**config.mk**
```make
export PLATFORM = sky130hd
export DESIGN_NAME = mkrs_ctrl
export DESIGN_NICKNAME = d
export VERILOG_FILES = /design/src/hdl/mkrs_pkg.sv /design/src/hdl/mkrs_ctrl.sv
export SDC_FILE = /design/constraint.sdc
export NUM_CORES = 1
export LEC_CHECK = 0
export BUFFER_PORTS_ARGS = -buffer_cell sky130_fd_sc_hd__buf_2
export CELL_PAD_IN_SITES_DETAIL_PLACEMENT = 0
export CELL_PAD_IN_SITES_GLOBAL_PLACEMENT = 1
export CORE_AREA = 5 5 42 44
export CTS_CLUSTER_DIAMETER = 100
export DETAILED_ROUTE_END_ITERATION = 16
export DIE_AREA = 0 0 47 49
export PLACE_DENSITY = 0.73
export SLEW_MARGIN = 20
export SYNTH_ARGS = -nofsm -noshare
export SYNTH_HDL_FRONTEND = slang
export SYNTH_SLANG_ARGS = --single-unit
```
**constraint.sdc**
```tcl
create_clock -name i_clk -period 1.5 [get_ports i_clk]
set_clock_uncertainty 0.15 [all_clocks]
set_input_delay 0.225 -clock i_clk [delete_from_list [all_inputs] [get_ports i_clk]]
set_output_delay 0.225 -clock i_clk [all_outputs]
set_load 0.1 [all_outputs]
```
**src/hdl/mkrs_pkg.sv**
```systemverilog
// Shared constants and controller/datapath signal groups for the record sorter.
`timescale 1ns / 1ps

package mkrs_pkg;

    // Batch capacity and key geometry.
    localparam int MAX_ENTRIES = 64;
    localparam int KEY_BITS    = 40;
    localparam int REC_W       = 64;

    // Index into one bank, and a count that can hold the capacity itself.
    localparam int IDX_W     = $clog2(MAX_ENTRIES);
    localparam int CNT_W     = $clog2(MAX_ENTRIES + 1);
    localparam int MEM_DEPTH = 2 << IDX_W;

    typedef logic [REC_W-1:0] t_rec;
    typedef logic [CNT_W-1:0] t_cnt;

    // Commands from the controller to the datapath.
    typedef struct packed {
        logic load;        // store an accepted record
        logic start;       // begin sorting the stored batch
        logic pair_init;   // set up the merge of two runs
        logic merge_rd;    // read the heads of both runs
        logic merge_step;  // write the smaller head to the other bank
        logic pair_next;   // move to the next pair of runs
        logic pass_next;   // double the run width and swap banks
        logic drain_init;  // rewind the output index
        logic drain_rd;    // read the next sorted record
        logic drain_out;   // hand the record to the output register
    } t_cmd;

    // Status from the datapath to the controller.
    typedef struct packed {
        logic sort_done;   // run width already covers the batch
        logic pair_last;   // the current merge writes its final record
        logic last_pair;   // no further pair in this pass
        logic last_pass;   // the next width covers the batch
        logic drain_last;  // the record being handed out ends the batch
        logic out_free;    // the output register can take a record
    } t_sts;

endpackage

```
**src/hdl/mkrs_ctrl.sv**
```systemverilog
// Controller: sequences loading, bottom-up merge passes and draining.
`timescale 1ns / 1ps

module mkrs_ctrl (
    input  logic            i_clk,
    input  logic            i_rst_n,
    input  logic            i_in_valid,
    input  logic            i_in_batch_end,
    input  mkrs_pkg::t_sts  i_sts,
    output logic            o_in_ready,
    output mkrs_pkg::t_cmd  o_cmd
);

    typedef enum logic [2:0] {
        S_LOAD,
        S_START,
        S_PASS,
        S_MRD,
        S_MCMP,
        S_NEXT,
        S_DRN_RD,
        S_DRN_OUT
    } t_state;

    t_state r_state;
    t_state n_state;

    assign o_in_ready = (r_state == S_LOAD);

    // Next state and command decode.
    always_comb begin
        n_state = r_state;
        o_cmd   = '0;
        unique case (r_state)
            S_LOAD: begin
                if (i_in_valid) begin
                    o_cmd.load = 1'b1;
                    if (i_in_batch_end) begin
                        o_cmd.start = 1'b1;
                        n_state     = S_START;
                    end
                end
            end
            S_START: begin
                if (i_sts.sort_done) begin
                    o_cmd.drain_init = 1'b1;
                    n_state          = S_DRN_RD;
                end else begin
                    n_state = S_PASS;
                end
            end
            S_PASS: begin
                o_cmd.pair_init = 1'b1;
                n_state         = S_MRD;
            end
            S_MRD: begin
                o_cmd.merge_rd = 1'b1;
                n_state        = S_MCMP;
            end
            S_MCMP: begin
                o_cmd.merge_step = 1'b1;
                n_state          = i_sts.pair_last ? S_NEXT : S_MRD;
            end
            S_NEXT: begin
                if (!i_sts.last_pair) begin
                    o_cmd.pair_next = 1'b1;
                    n_state         = S_PASS;
                end else if (i_sts.last_pass) begin
                    o_cmd.pass_next  = 1'b1;
                    o_cmd.drain_init = 1'b1;
                    n_state          = S_DRN_RD;
                end else begin
                    o_cmd.pass_next = 1'b1;
                    n_state         = S_PASS;
                end
            end
            S_DRN_RD: begin
                o_cmd.drain_rd = 1'b1;
                n_state        = S_DRN_OUT;
            end
            S_DRN_OUT: begin
                if (i_sts.out_free) begin
                    o_cmd.drain_out = 1'b1;
                    n_state         = i_sts.drain_last ? S_LOAD : S_DRN_RD;
                end
            end
            default: begin
                n_state = S_LOAD;
            end
        endcase
    end

    // State register.
    always_ff @(posedge i_clk) begin
        if (!i_rst_n) begin
            r_state <= S_LOAD;
        end else begin
            r_state <= n_state;
        end
    end

endmodule

```
; ---- Yosys cells after proc, flatten, opt, wreduce, memory -nomap -nowiden
; Index checks and enable logic that the tools add are counted.
[word_totals]
in_bits = 10
output_inout_bits = 11
ff_bits = 3
[op_classes]
reduce_logical = 2
n_mux = 24
n_eq_ne = 10
[ops]
columns = operator, n
row1 = two-way mux 3 bit, 8
row2 = one-hot mux 3 bit (8 select lines), 1
row3 = equality test 3 bit (second input constant), 4
row4 = two-way mux 1 bit, 10
row5 = two-way mux 2 bit, 4
row6 = equality test 3 x 2 -> 1 bit (second input constant), 2
row7 = inequality test 2 bit (second input constant), 3
row8 = equality test 3 x 1 -> 1 bit (second input constant), 1
row9 = logical NOT 3 bit, 1
row10 = AND reduction 3 bit, 1
row11 = one-hot mux 1 bit (2 select lines), 1

; ---- Depth between registers and ports, before layout
; Gate-level depths: netlist of the first run.
[depth]
word_depth = 3
mapped_depth = 4
ltp_nobuf = 3

; ---- Worst setup path after synthesis of the first run
; Ideal clock, no wire load.
[synth_path]
path_kind = flip-flop to output port
startpoint = reg r_state[2]
endpoint = out o_cmd[2] (netlist name)
stages_incl_launch_ff = 4
arrival_ps = 2779
slack_ps = -1654
t_required_ps = 1125
cell_sequence = dfxtp_1 -> buf_2 -> a31oi_1 -> nor3b_1
[synth_lines]
columns = element, line_no
row1 = "start, declared", mkrs_ctrl.sv:25  ; t_state r_state;
row2 = "start signal, assigned", mkrs_ctrl.sv:98  ; r_state <= n_state;
row3 = "end, declared", mkrs_ctrl.sv:11  ; output mkrs_pkg::t_cmd o_cmd

==> results.ini, run 1 <==
[sta]
max_freq_ghz = 0.612
hold_ws_ps = 90.6
setup_ws_ps = -133
final-max-slew-violation-count = 0
tightest_slew_ps = 235
grt_setup_unrepaired = yes
layout_min_cycle_time_ps = 1630
relSlewSlack_pct = 84.3
hold_viol = 0
setup_viol = 9
setup_tns_ps = -977
finalCritPeriodShare_pct = 109

[placement]
gp_congestion = 0.746
port_buffers = 20
placed_cell_area_um2 = 669
dpl_worst_slack_ps = 44.6
dp_cells = 77

[yosys]
yosysMostFrequentCell = nor2_1
syn_area_per_cell_um2 = 7.31
yosys-top-cells-count = 4 x nor2_1, 3 x dfxtp_1, 3 x nand2_1
synth_top_area_share_pct = 21.1
synthesis.nets = 49
ys_seq_area_share_pct = 21.1
ys_ff_latch = 3
ys_top_cells_by_area = dfxtp_1 21%, and2b_1 5.3%, nor2_1 5.3%
yosysTopAreaCell = dfxtp_1
synth.cell_area_um2 = 285
yosysWarnings = 0
synth.distinct_cells = 25
synth-edff-count = 0
ys.flop_type = dfxtp_1
synthArstFlopShare_pct = 0
syn_inst = 39

[finish]
largest_register_ffs = 3
drive_above_1_share_pct = 72.9
nets = 81
fin_area_um2 = 758
final-instance-count-excl-fill = 86
antenna_cells = 0
reg_top3 = r_state x3
final_core_util_pct = 54.1
area_growth_pct = 166
top_register = r_state

[critical_path]
required_ps = 1120
r2r_slack_ps = 280
critPathCaptureType = primary output
startpoint = r_state[2]$_SDFFE_PN0P_
r2r_start = r_state[0]$_SDFFE_PN0P_
crit_fanout = 5
crit_path_start_kind = register
worst_ep_arrival_time_ps = 1260
worstSetupPathType = reg -> out

[route]
wl_um = 976
drc_errors = 0
wl_per_cell_um = 11.3
drtAntennaViolNets = 0
first_pass_iters = 3
vias = 393
drtIter0Drc = 8
viasPerCell = 4.57

[outcome]
violations = negative setup slack
status = complete, but fails checks

[grt]
grt_pass1_vias = 377
grt_pass1_wl_mm = 1.58
grtUsageTotal_pct = 9.15
grt-ovfl-total = 0
antenna_found_initial = 0
grt_max_degree = 11

[power]
peakVddDrop_mv = 1.14
p_leak_nw = 0.307
p_per_area_nw_per_um2 = 1790
finalPower_mw = 1.35

[floorplan]
start_util_pct = 20.4
die_h_um = 49
die_x_um = 47
die_area_um2 = 2300
boundaryPins = 21
num_rows = 14
core_area_um2 = 1400

[cts]
cts_buffer_depth = 2
insertion_delay_ps = 240
htreeDepth = 1
cts_buffers = 3
cts_sinks = 3
cts_root_buffer = clkbuf_4
cts_tree = built
clkTransAtPathRegs_ps = 40

[flow_run]
drv_cap = 0

[hold_path]
hold_class = in -> reg
min_from = i_rst_n

area by class of cell:
| cell class | instances | area (um^2) |
|---|---|---|
| fillers | 128 | 643 |
| repair buffers | 30 | 357 |
| multi-input cells | 33 | 287 |
| flip-flops and latches | 3 | 68.8 |
| clock buffers | 4 | 26.3 |
| well taps | 16 | 20.0 |
metal layers:
metal	share of wire, %	track usage, %	vias to the layer above	wire length (um)
li1	-	-	197	-
met1	42	11.9	179	406
met2	48	13.1	17	464
met3	11	5.54	0	105
met4	0	1.38	0	0
met5	0	0	-	0
what timing repair did:
| action | CTS | global route |
|---|---|---|
| buffers inserted | 2 | 3 |
| gates cloned | 0 | 0 |
| hold buffers | 0 | 0 |
| pin swaps | 3 | 1 |
| setup endpoints to repair | 10 | 11 |
| gates resized for setup | 6 | 2 |
worst paths after layout:
kind         depth (start not counted)                 endpoint
max                                  4                 o_cmd[3]
min                                  2  r_state[0]$_SDFFE_PN0P_
max reg2reg                          5  r_state[2]$_SDFFE_PN0P_
min reg2reg                          2  r_state[2]$_SDFFE_PN0P_
critical path: stages, from the launching register on:
cell     delay, ps
dfxtp_2        330
buf_12         130
and2b_2        210
and3_4         190
buf_12         160
placed cells by master (no fill, tap or decap), types with 2 or more instances in the layout:
master     n
nand3_1    2
buf_4      8
nor2_4     3
nor3b_4    2
clkbuf_4   3
nand2_2    2
buf_2      9
o21ai_0    2
dfxtp_4    2
and3_4     2
buf_12    12
nand2b_1   2
power breakdown:
group | internal (mW) | total [mW] | switching [mW]
logic | 0.450 | 1.05 | 0.596
clock network | 0.0999 | 0.146 | 0.0457
registers | 0.113 | 0.163 | 0.0501
cell families after synthesis:
| family | Yosys count | share of synthesized area, % |
|---|---|---|
| AO/OA/AOI/OAI | 8 | 17.5 |
| XOR/XNOR | 1 | 3.07 |
| buffers and inverters | 3 | 8.33 |
| flip-flops | 3 | 21.1 |
| AND/OR/NAND/NOR | 24 | 50.0 |
Power figures use the tool's default switching activity.
==> inputs of run 2 (changes only) <==
--- a/config.mk
+++ b/config.mk
@@ -5,14 +5,16 @@
 export SDC_FILE = /design/constraint.sdc
 export NUM_CORES = 1
 export LEC_CHECK = 0
+export ABC_AREA = 1
 export BUFFER_PORTS_ARGS = -buffer_cell sky130_fd_sc_hd__buf_2
+export CAP_MARGIN = 15
 export CELL_PAD_IN_SITES_DETAIL_PLACEMENT = 0
 export CELL_PAD_IN_SITES_GLOBAL_PLACEMENT = 1
-export CORE_AREA = 5 5 42 44
+export CORE_MARGIN = 5
+export CORE_UTILIZATION = 23
 export CTS_CLUSTER_DIAMETER = 100
 export DETAILED_ROUTE_END_ITERATION = 16
-export DIE_AREA = 0 0 47 49
-export PLACE_DENSITY = 0.73
+export PLACE_DENSITY = 0.79
 export SLEW_MARGIN = 20
 export SYNTH_ARGS = -nofsm -noshare
 export SYNTH_HDL_FRONTEND = slang
==> results.ini, run 2 <==
[grt]
grt-ovfl-total = 0
grt_max_degree = 7
antenna_found_initial = 0
grtUsageTotal_pct = 11.9
grt_pass1_vias = 486
grt_pass1_wl_mm = 1.91

[yosys]
synth-edff-count = 0
ys_seq_area_share_pct = 19.3
muxShareOfSynthArea_pct = 0
synthAdderAreaFrac_pct = 0
yosys-top-cells-count = 12 x inv_1, 12 x nand2_1, 10 x nor2_1
synth.cell_area_um2 = 312
yosysTopAreaCell = dfxtp_1
yosys.area_share.simple_pct = 55.0
synthXorXnorAreaFrac_pct = 0
synth_top_family_by_area = simple AND/OR/NAND/NOR gates
syn_inst = 56
ys_top_cells_by_area = dfxtp_1 19%, inv_1 14%, nand2_1 14%
synth_top_area_share_pct = 19.3
syn_area_per_cell_um2 = 5.56
ys_ff_latch = 3
synth_compound_area_share_pct = 5.22
yosysWarnings = 0
synthesis.nets = 66
ys.flop_type = dfxtp_1
synthArstFlopShare_pct = 0
synth.distinct_cells = 16

[power]
p_int_uw = 449
peakVddDrop_mv = 0.771
power_frac_seq_pct = 13.4
p_clk_share_pct = 14.9
combPwrFrac_pct = 71.7
switching_power_uw = 481
p_leak_nw = 0.392
netSwitchingFraction_pct = 51.7
p_per_area_nw_per_um2 = 1040
finalPower_uw = 930

[cts]
cts_buffers = 3
ctsHoldBuffers = 0
clkTransAtPathRegs_ps = 40
cts_buffer_depth = 2
htreeDepth = 1
cts_tree = built
cts_root_buffer = clkbuf_4
cts_sinks = 3
insertion_delay_ps = 230

[floorplan]
die_area_um2 = 2190
core_area_um2 = 1280
die_h_um = 46.8
num_rows = 13
start_util_pct = 24.2
boundaryPins = 21
die_x_um = 46.8

[finish]
final-instance-count-excl-fill = 106
top_register = r_state
nets = 102
largest_register_ffs = 3
area_growth_pct = 187
final_common_cell = buf_12
reg_top3 = r_state x3
most-common-layout-cells = 11 x buf_12, 9 x buf_2, 8 x nand2_1, 7 x nor2_4, 7 x buf_4
drive_above_1_share_pct = 71.4
antenna_cells = 0

[sta]
setup_viol = 10
tightest_slew_ps = 254
final-max-slew-violation-count = 0
max_freq_ghz = 0.619
grt_setup_unrepaired = yes
setup_ws_ps = -116
relSlewSlack_pct = 82.9
hold_viol = 0
layout_min_cycle_time_ps = 1620
finalCritPeriodShare_pct = 108

[placement]
dp_cells = 97
dp_hpwl_um = 848
gp_congestion = 0.716
port_buffers = 20

[route]
drtIter0Drc = 7
drtAntennaViolNets = 0
viasPerCell = 4.46
first_pass_iters = 4
drc_errors = 0
wl_mm = 1.21
wl_per_cell_um = 11.4
vias = 473

[critical_path]
r2r_slack_ps = 200
crit_fanout = 4
slowest_delay_ps = 380
crit_chain = inv_6 > buf_6 > nor4_4 > buf_12
worst_ep_arrival_time_ps = 1240
worstSetupPathType = reg -> out
crit_path_start_kind = register
critPathCaptureType = primary output
required_ps = 1120
cpMaxStageDelayCell = dfxtp_4

[outcome]
status = complete, but fails checks
violations = negative setup slack

[flow_run]
drv_cap = 0

[hold_path]
hold_class = in -> reg

## run 2: changes by cell type in the layout (fill, tap and decap cells not counted), sizes merged, moves of 3 or more
| cell | delta |
|---|---|
| inv | +9 |
| buf | +3 |
| nor2 | +8 |
| nand2 | +9 |
| clkinvlp | +4 |
| nand3 | +4 |
## run 2: logic make-up after synthesis
| family | count (synthesis) |
|---|---|
| buf+inv | 15 |
| compound gates | 2 |
| flops | 3 |
| simple gates | 36 |
## run 2: worst max-delay path, delay by kind of cell (launching register included)
kind,cells,cell delay (ps)
simple gates,1,250
flops,1,380
buf+inv,3,370
## run 2: area by class of cell
type / instances / area, um^2
multi-input combinational: 38 / 317
timing repair buffer: 33 / 385
clock buffer: 4 / 26.3
inverter: 13 / 76.3
fill: 97 / 390
tap: 15 / 18.8
sequential: 3 / 71.3
## run 2: metrics by stage
step	hold slack, ps	TNS (ps)	utilization, %	setup slack, ps	area, um^2
after CTS	57.5	-603	66.5	-118	855
after global placement	288	0	57.1	51.6	733
after floorplan	173	-1540	-	-425	412
after global routing	75.1	-946	69.6	-157	895
after detailed placement	301	0	57.1	19.1	733
final	63.6	-430	69.6	-116	895
## run 2: timing repair
action                                  4_1_cts  5_1_grt
buffers inserted                              5        0
pin swaps                                     2        2
hold endpoints to repair                      0        0
gates cloned                                  0        0
gates resized for setup                      18       10
endpoints found under the setup margin       11       11
## run 2: final timing paths
| check | cells past startpoint | endpoint | startpoint |
|---|---|---|---|
| max | 4 | o_cmd[0] | r_state[2]$_SDFFE_PN0P_ |
| min | 3 | r_state[2]$_SDFFE_PN0P_ | i_rst_n |
| min reg2reg | 2 | r_state[0]$_SDFFE_PN0P_ | r_state[0]$_SDFFE_PN0P_ |
| max reg2reg | 6 | r_state[1]$_SDFFE_PN0P_ | r_state[0]$_SDFFE_PN0P_ |
## run 2: per-layer routing
metal / vias to the layer above / track usage [%] / wire [um]
li1: 240 / - / -
met1: 225 / 14.0 / 452
met2: 8 / 21.4 / 696
met3: 0 / 1.53 / 57
met4: 0 / 4.97 / 0
met5: - / 0 / 0
## run 2: power by group through the flow
| stage | logic, mW | clock network [mW] | registers [mW] |
|---|---|---|---|
| CTS | 0.633 | 0.148 | 0.118 |
| floorplan | 0.389 | 0 | 0.107 |
| finish | 0.667 | 0.139 | 0.124 |
| global placement | 0.556 | 0 | 0.123 |
| detailed placement | 0.562 | 0 | 0.125 |
| global route | 0.698 | 0.155 | 0.127 |
==> inputs of run 3 (changes only) <==
==> constraint.sdc (replaced) <==
create_clock -name i_clk -period 1.5 [get_ports i_clk]
set_clock_uncertainty 0.15 [all_clocks]
set_input_delay 0.3 -clock i_clk [delete_from_list [all_inputs] [get_ports i_clk]]
set_output_delay 0.3 -clock i_clk [all_outputs]
set_load 0.1 [all_outputs]
==> results.ini, run 3 (synthesized netlist as in run 2, its figures left out) <==
[grt]
grt_pass1_vias = 417
antenna_found_initial = 0
grtUsageTotal_pct = 10.8
grt-ovfl-total = 0
grt_pass1_wl_mm = 1.66
grt_max_degree = 11

[critical_path]
worstSetupPathType = reg -> out
crit_fanout = 10
r2r_slack_ps = -10
worst_ep_arrival_time_ps = 1240
crit_path_start_kind = register
critPathCaptureType = primary output
required_ps = 1050

[route]
drtIter0Drc = 7
drc_errors = 0
first_pass_iters = 4
viasPerCell = 4.50
drtAntennaViolNets = 0
wl_mm = 1.22
vias = 491
wl_per_cell_um = 11.2

[power]
switching_power_uw = 466
combPwrFrac_pct = 70.5
peakVddDrop_mv = 0.745
p_int_uw = 454
p_per_area_nw_per_um2 = 1030
netSwitchingFraction_pct = 50.7
p_clk_share_pct = 15.7
power_frac_seq_pct = 13.8
finalPower_uw = 920
p_leak_nw = 0.402

[placement]
dp_cells = 98
dp_hpwl_um = 845
gp_congestion = 0.682
dpl_worst_slack_ps = -80.0
port_buffers = 20

[floorplan]
die_area_um2 = 2190
boundaryPins = 21
core_area_um2 = 1280
start_util_pct = 24.2
die_h_um = 46.8
die_x_um = 46.8
num_rows = 13

[finish]
reg_top3 = r_state x3
antenna_cells = 0
final-instance-count-excl-fill = 109
final_core_util_pct = 69.5
nets = 105
most-common-layout-cells = 13 x buf_12, 12 x buf_4, 10 x nand2_1, 9 x buf_2
top_register = r_state
largest_register_ffs = 3
final_common_cell = buf_12
drive_above_1_share_pct = 70.2
area_growth_pct = 187

[hold_path]
hold_class = in -> reg

[sta]
hold_viol = 0
tightest_slew_ps = 260
grt_setup_unrepaired = yes
setup_viol = 12
max_freq_ghz = 0.592
hold_ws_ps = 128
relSlewSlack_pct = 82.6
layout_min_cycle_time_ps = 1690
finalCritPeriodShare_pct = 113
setup_ws_ps = -189
final-max-slew-violation-count = 0

[cts]
cts_tree = built
cts_buffer_depth = 2
insertion_delay_ps = 230
ctsHoldBuffers = 0
htreeDepth = 1
cts_root_buffer = clkbuf_4
clkTransAtPathRegs_ps = 40
cts_buffers = 3
cts_sinks = 3

[outcome]
status = complete, but fails checks
violations = negative setup slack

[flow_run]
drv_cap = 0

-- run 3: cell types whose count changed in the layout (fill, tap and decap cells not counted) --
cell / before / now
nor2_2: 2 / 3
nand3_4: 2 / 1
inv_6: 2 / 1
nand3_2: 0 / 1
buf_12: 11 / 13
nand2_8: 1 / 0
buf_4: 7 / 12
inv_4: 1 / 2
nand2_2: 3 / 2
buf_6: 6 / 2
nor2_4: 7 / 6
nand2_1: 8 / 10
-- run 3: final timing paths --
check                                             start                 endpoint  cells after the start
worst max-delay path            r_state[0]$_SDFFE_PN0P_                 o_cmd[2]                      5
worst min-delay path                            i_rst_n  r_state[2]$_SDFFE_PN0P_                      3
worst max register to register  r_state[0]$_SDFFE_PN0P_  r_state[2]$_SDFFE_PN0P_                      9
worst min register to register  r_state[0]$_SDFFE_PN0P_  r_state[0]$_SDFFE_PN0P_                      1
-- run 3: cell type report --
type | count | area [um^2]
inverters | 13 | 73.8
clock buffers | 4 | 26.3
fillers | 98 | 392
well taps | 15 | 18.8
repair buffers | 36 | 418
flip-flops and latches | 3 | 71.3
multi-input cells | 38 | 285
-- run 3: worst max-delay path, cell delays in order, from the launching register on --
cell,delay [ps]
dfxtp_4,420
nand3_2,130
nor2_2,160
nor2_4,60
clkinvlp_4,70
buf_12,160
-- run 3: per-layer routing --
layer / part of all wire (%) / up-vias / GRT usage (%) / wire (um)
met5: 0 / - / 0 / 0
met4: 0 / 0 / 4.97 / 0
met3: 4.4 / 0 / 1.15 / 53
met2: 64 / 9 / 20.9 / 781
met1: 31 / 226 / 11.6 / 382
li1: - / 256 / - / -
-- run 3: power by group through the flow --
stage / Combinational (mW) / Clock, mW / Sequential [mW]
final: 0.649 / 0.144 / 0.127
after global routing: 0.677 / 0.154 / 0.131
after CTS: 0.639 / 0.150 / 0.125
after detailed placement: 0.567 / 0 / 0.126
after global placement: 0.558 / 0 / 0.125
after floorplan: 0.389 / 0 / 0.107
-- run 3: timing repair --
item / 4_1_cts / 5_1_grt
gates cloned: 0 / 0
endpoints found under the setup margin: 11 / 11
buffers inserted: 6 / 1
gates resized for setup: 11 / 5
pin swaps: 2 / 2
endpoints found under the hold margin: 0 / 0
-- run 3: stage by stage --
step / instance area (um^2) / setup TNS [ps]
after global routing: 893 / -2050
after CTS: 870 / -1550
final: 893 / -1460
after global placement: 741 / -45.1
after detailed placement: 741 / -111
after floorplan: 412 / -2240
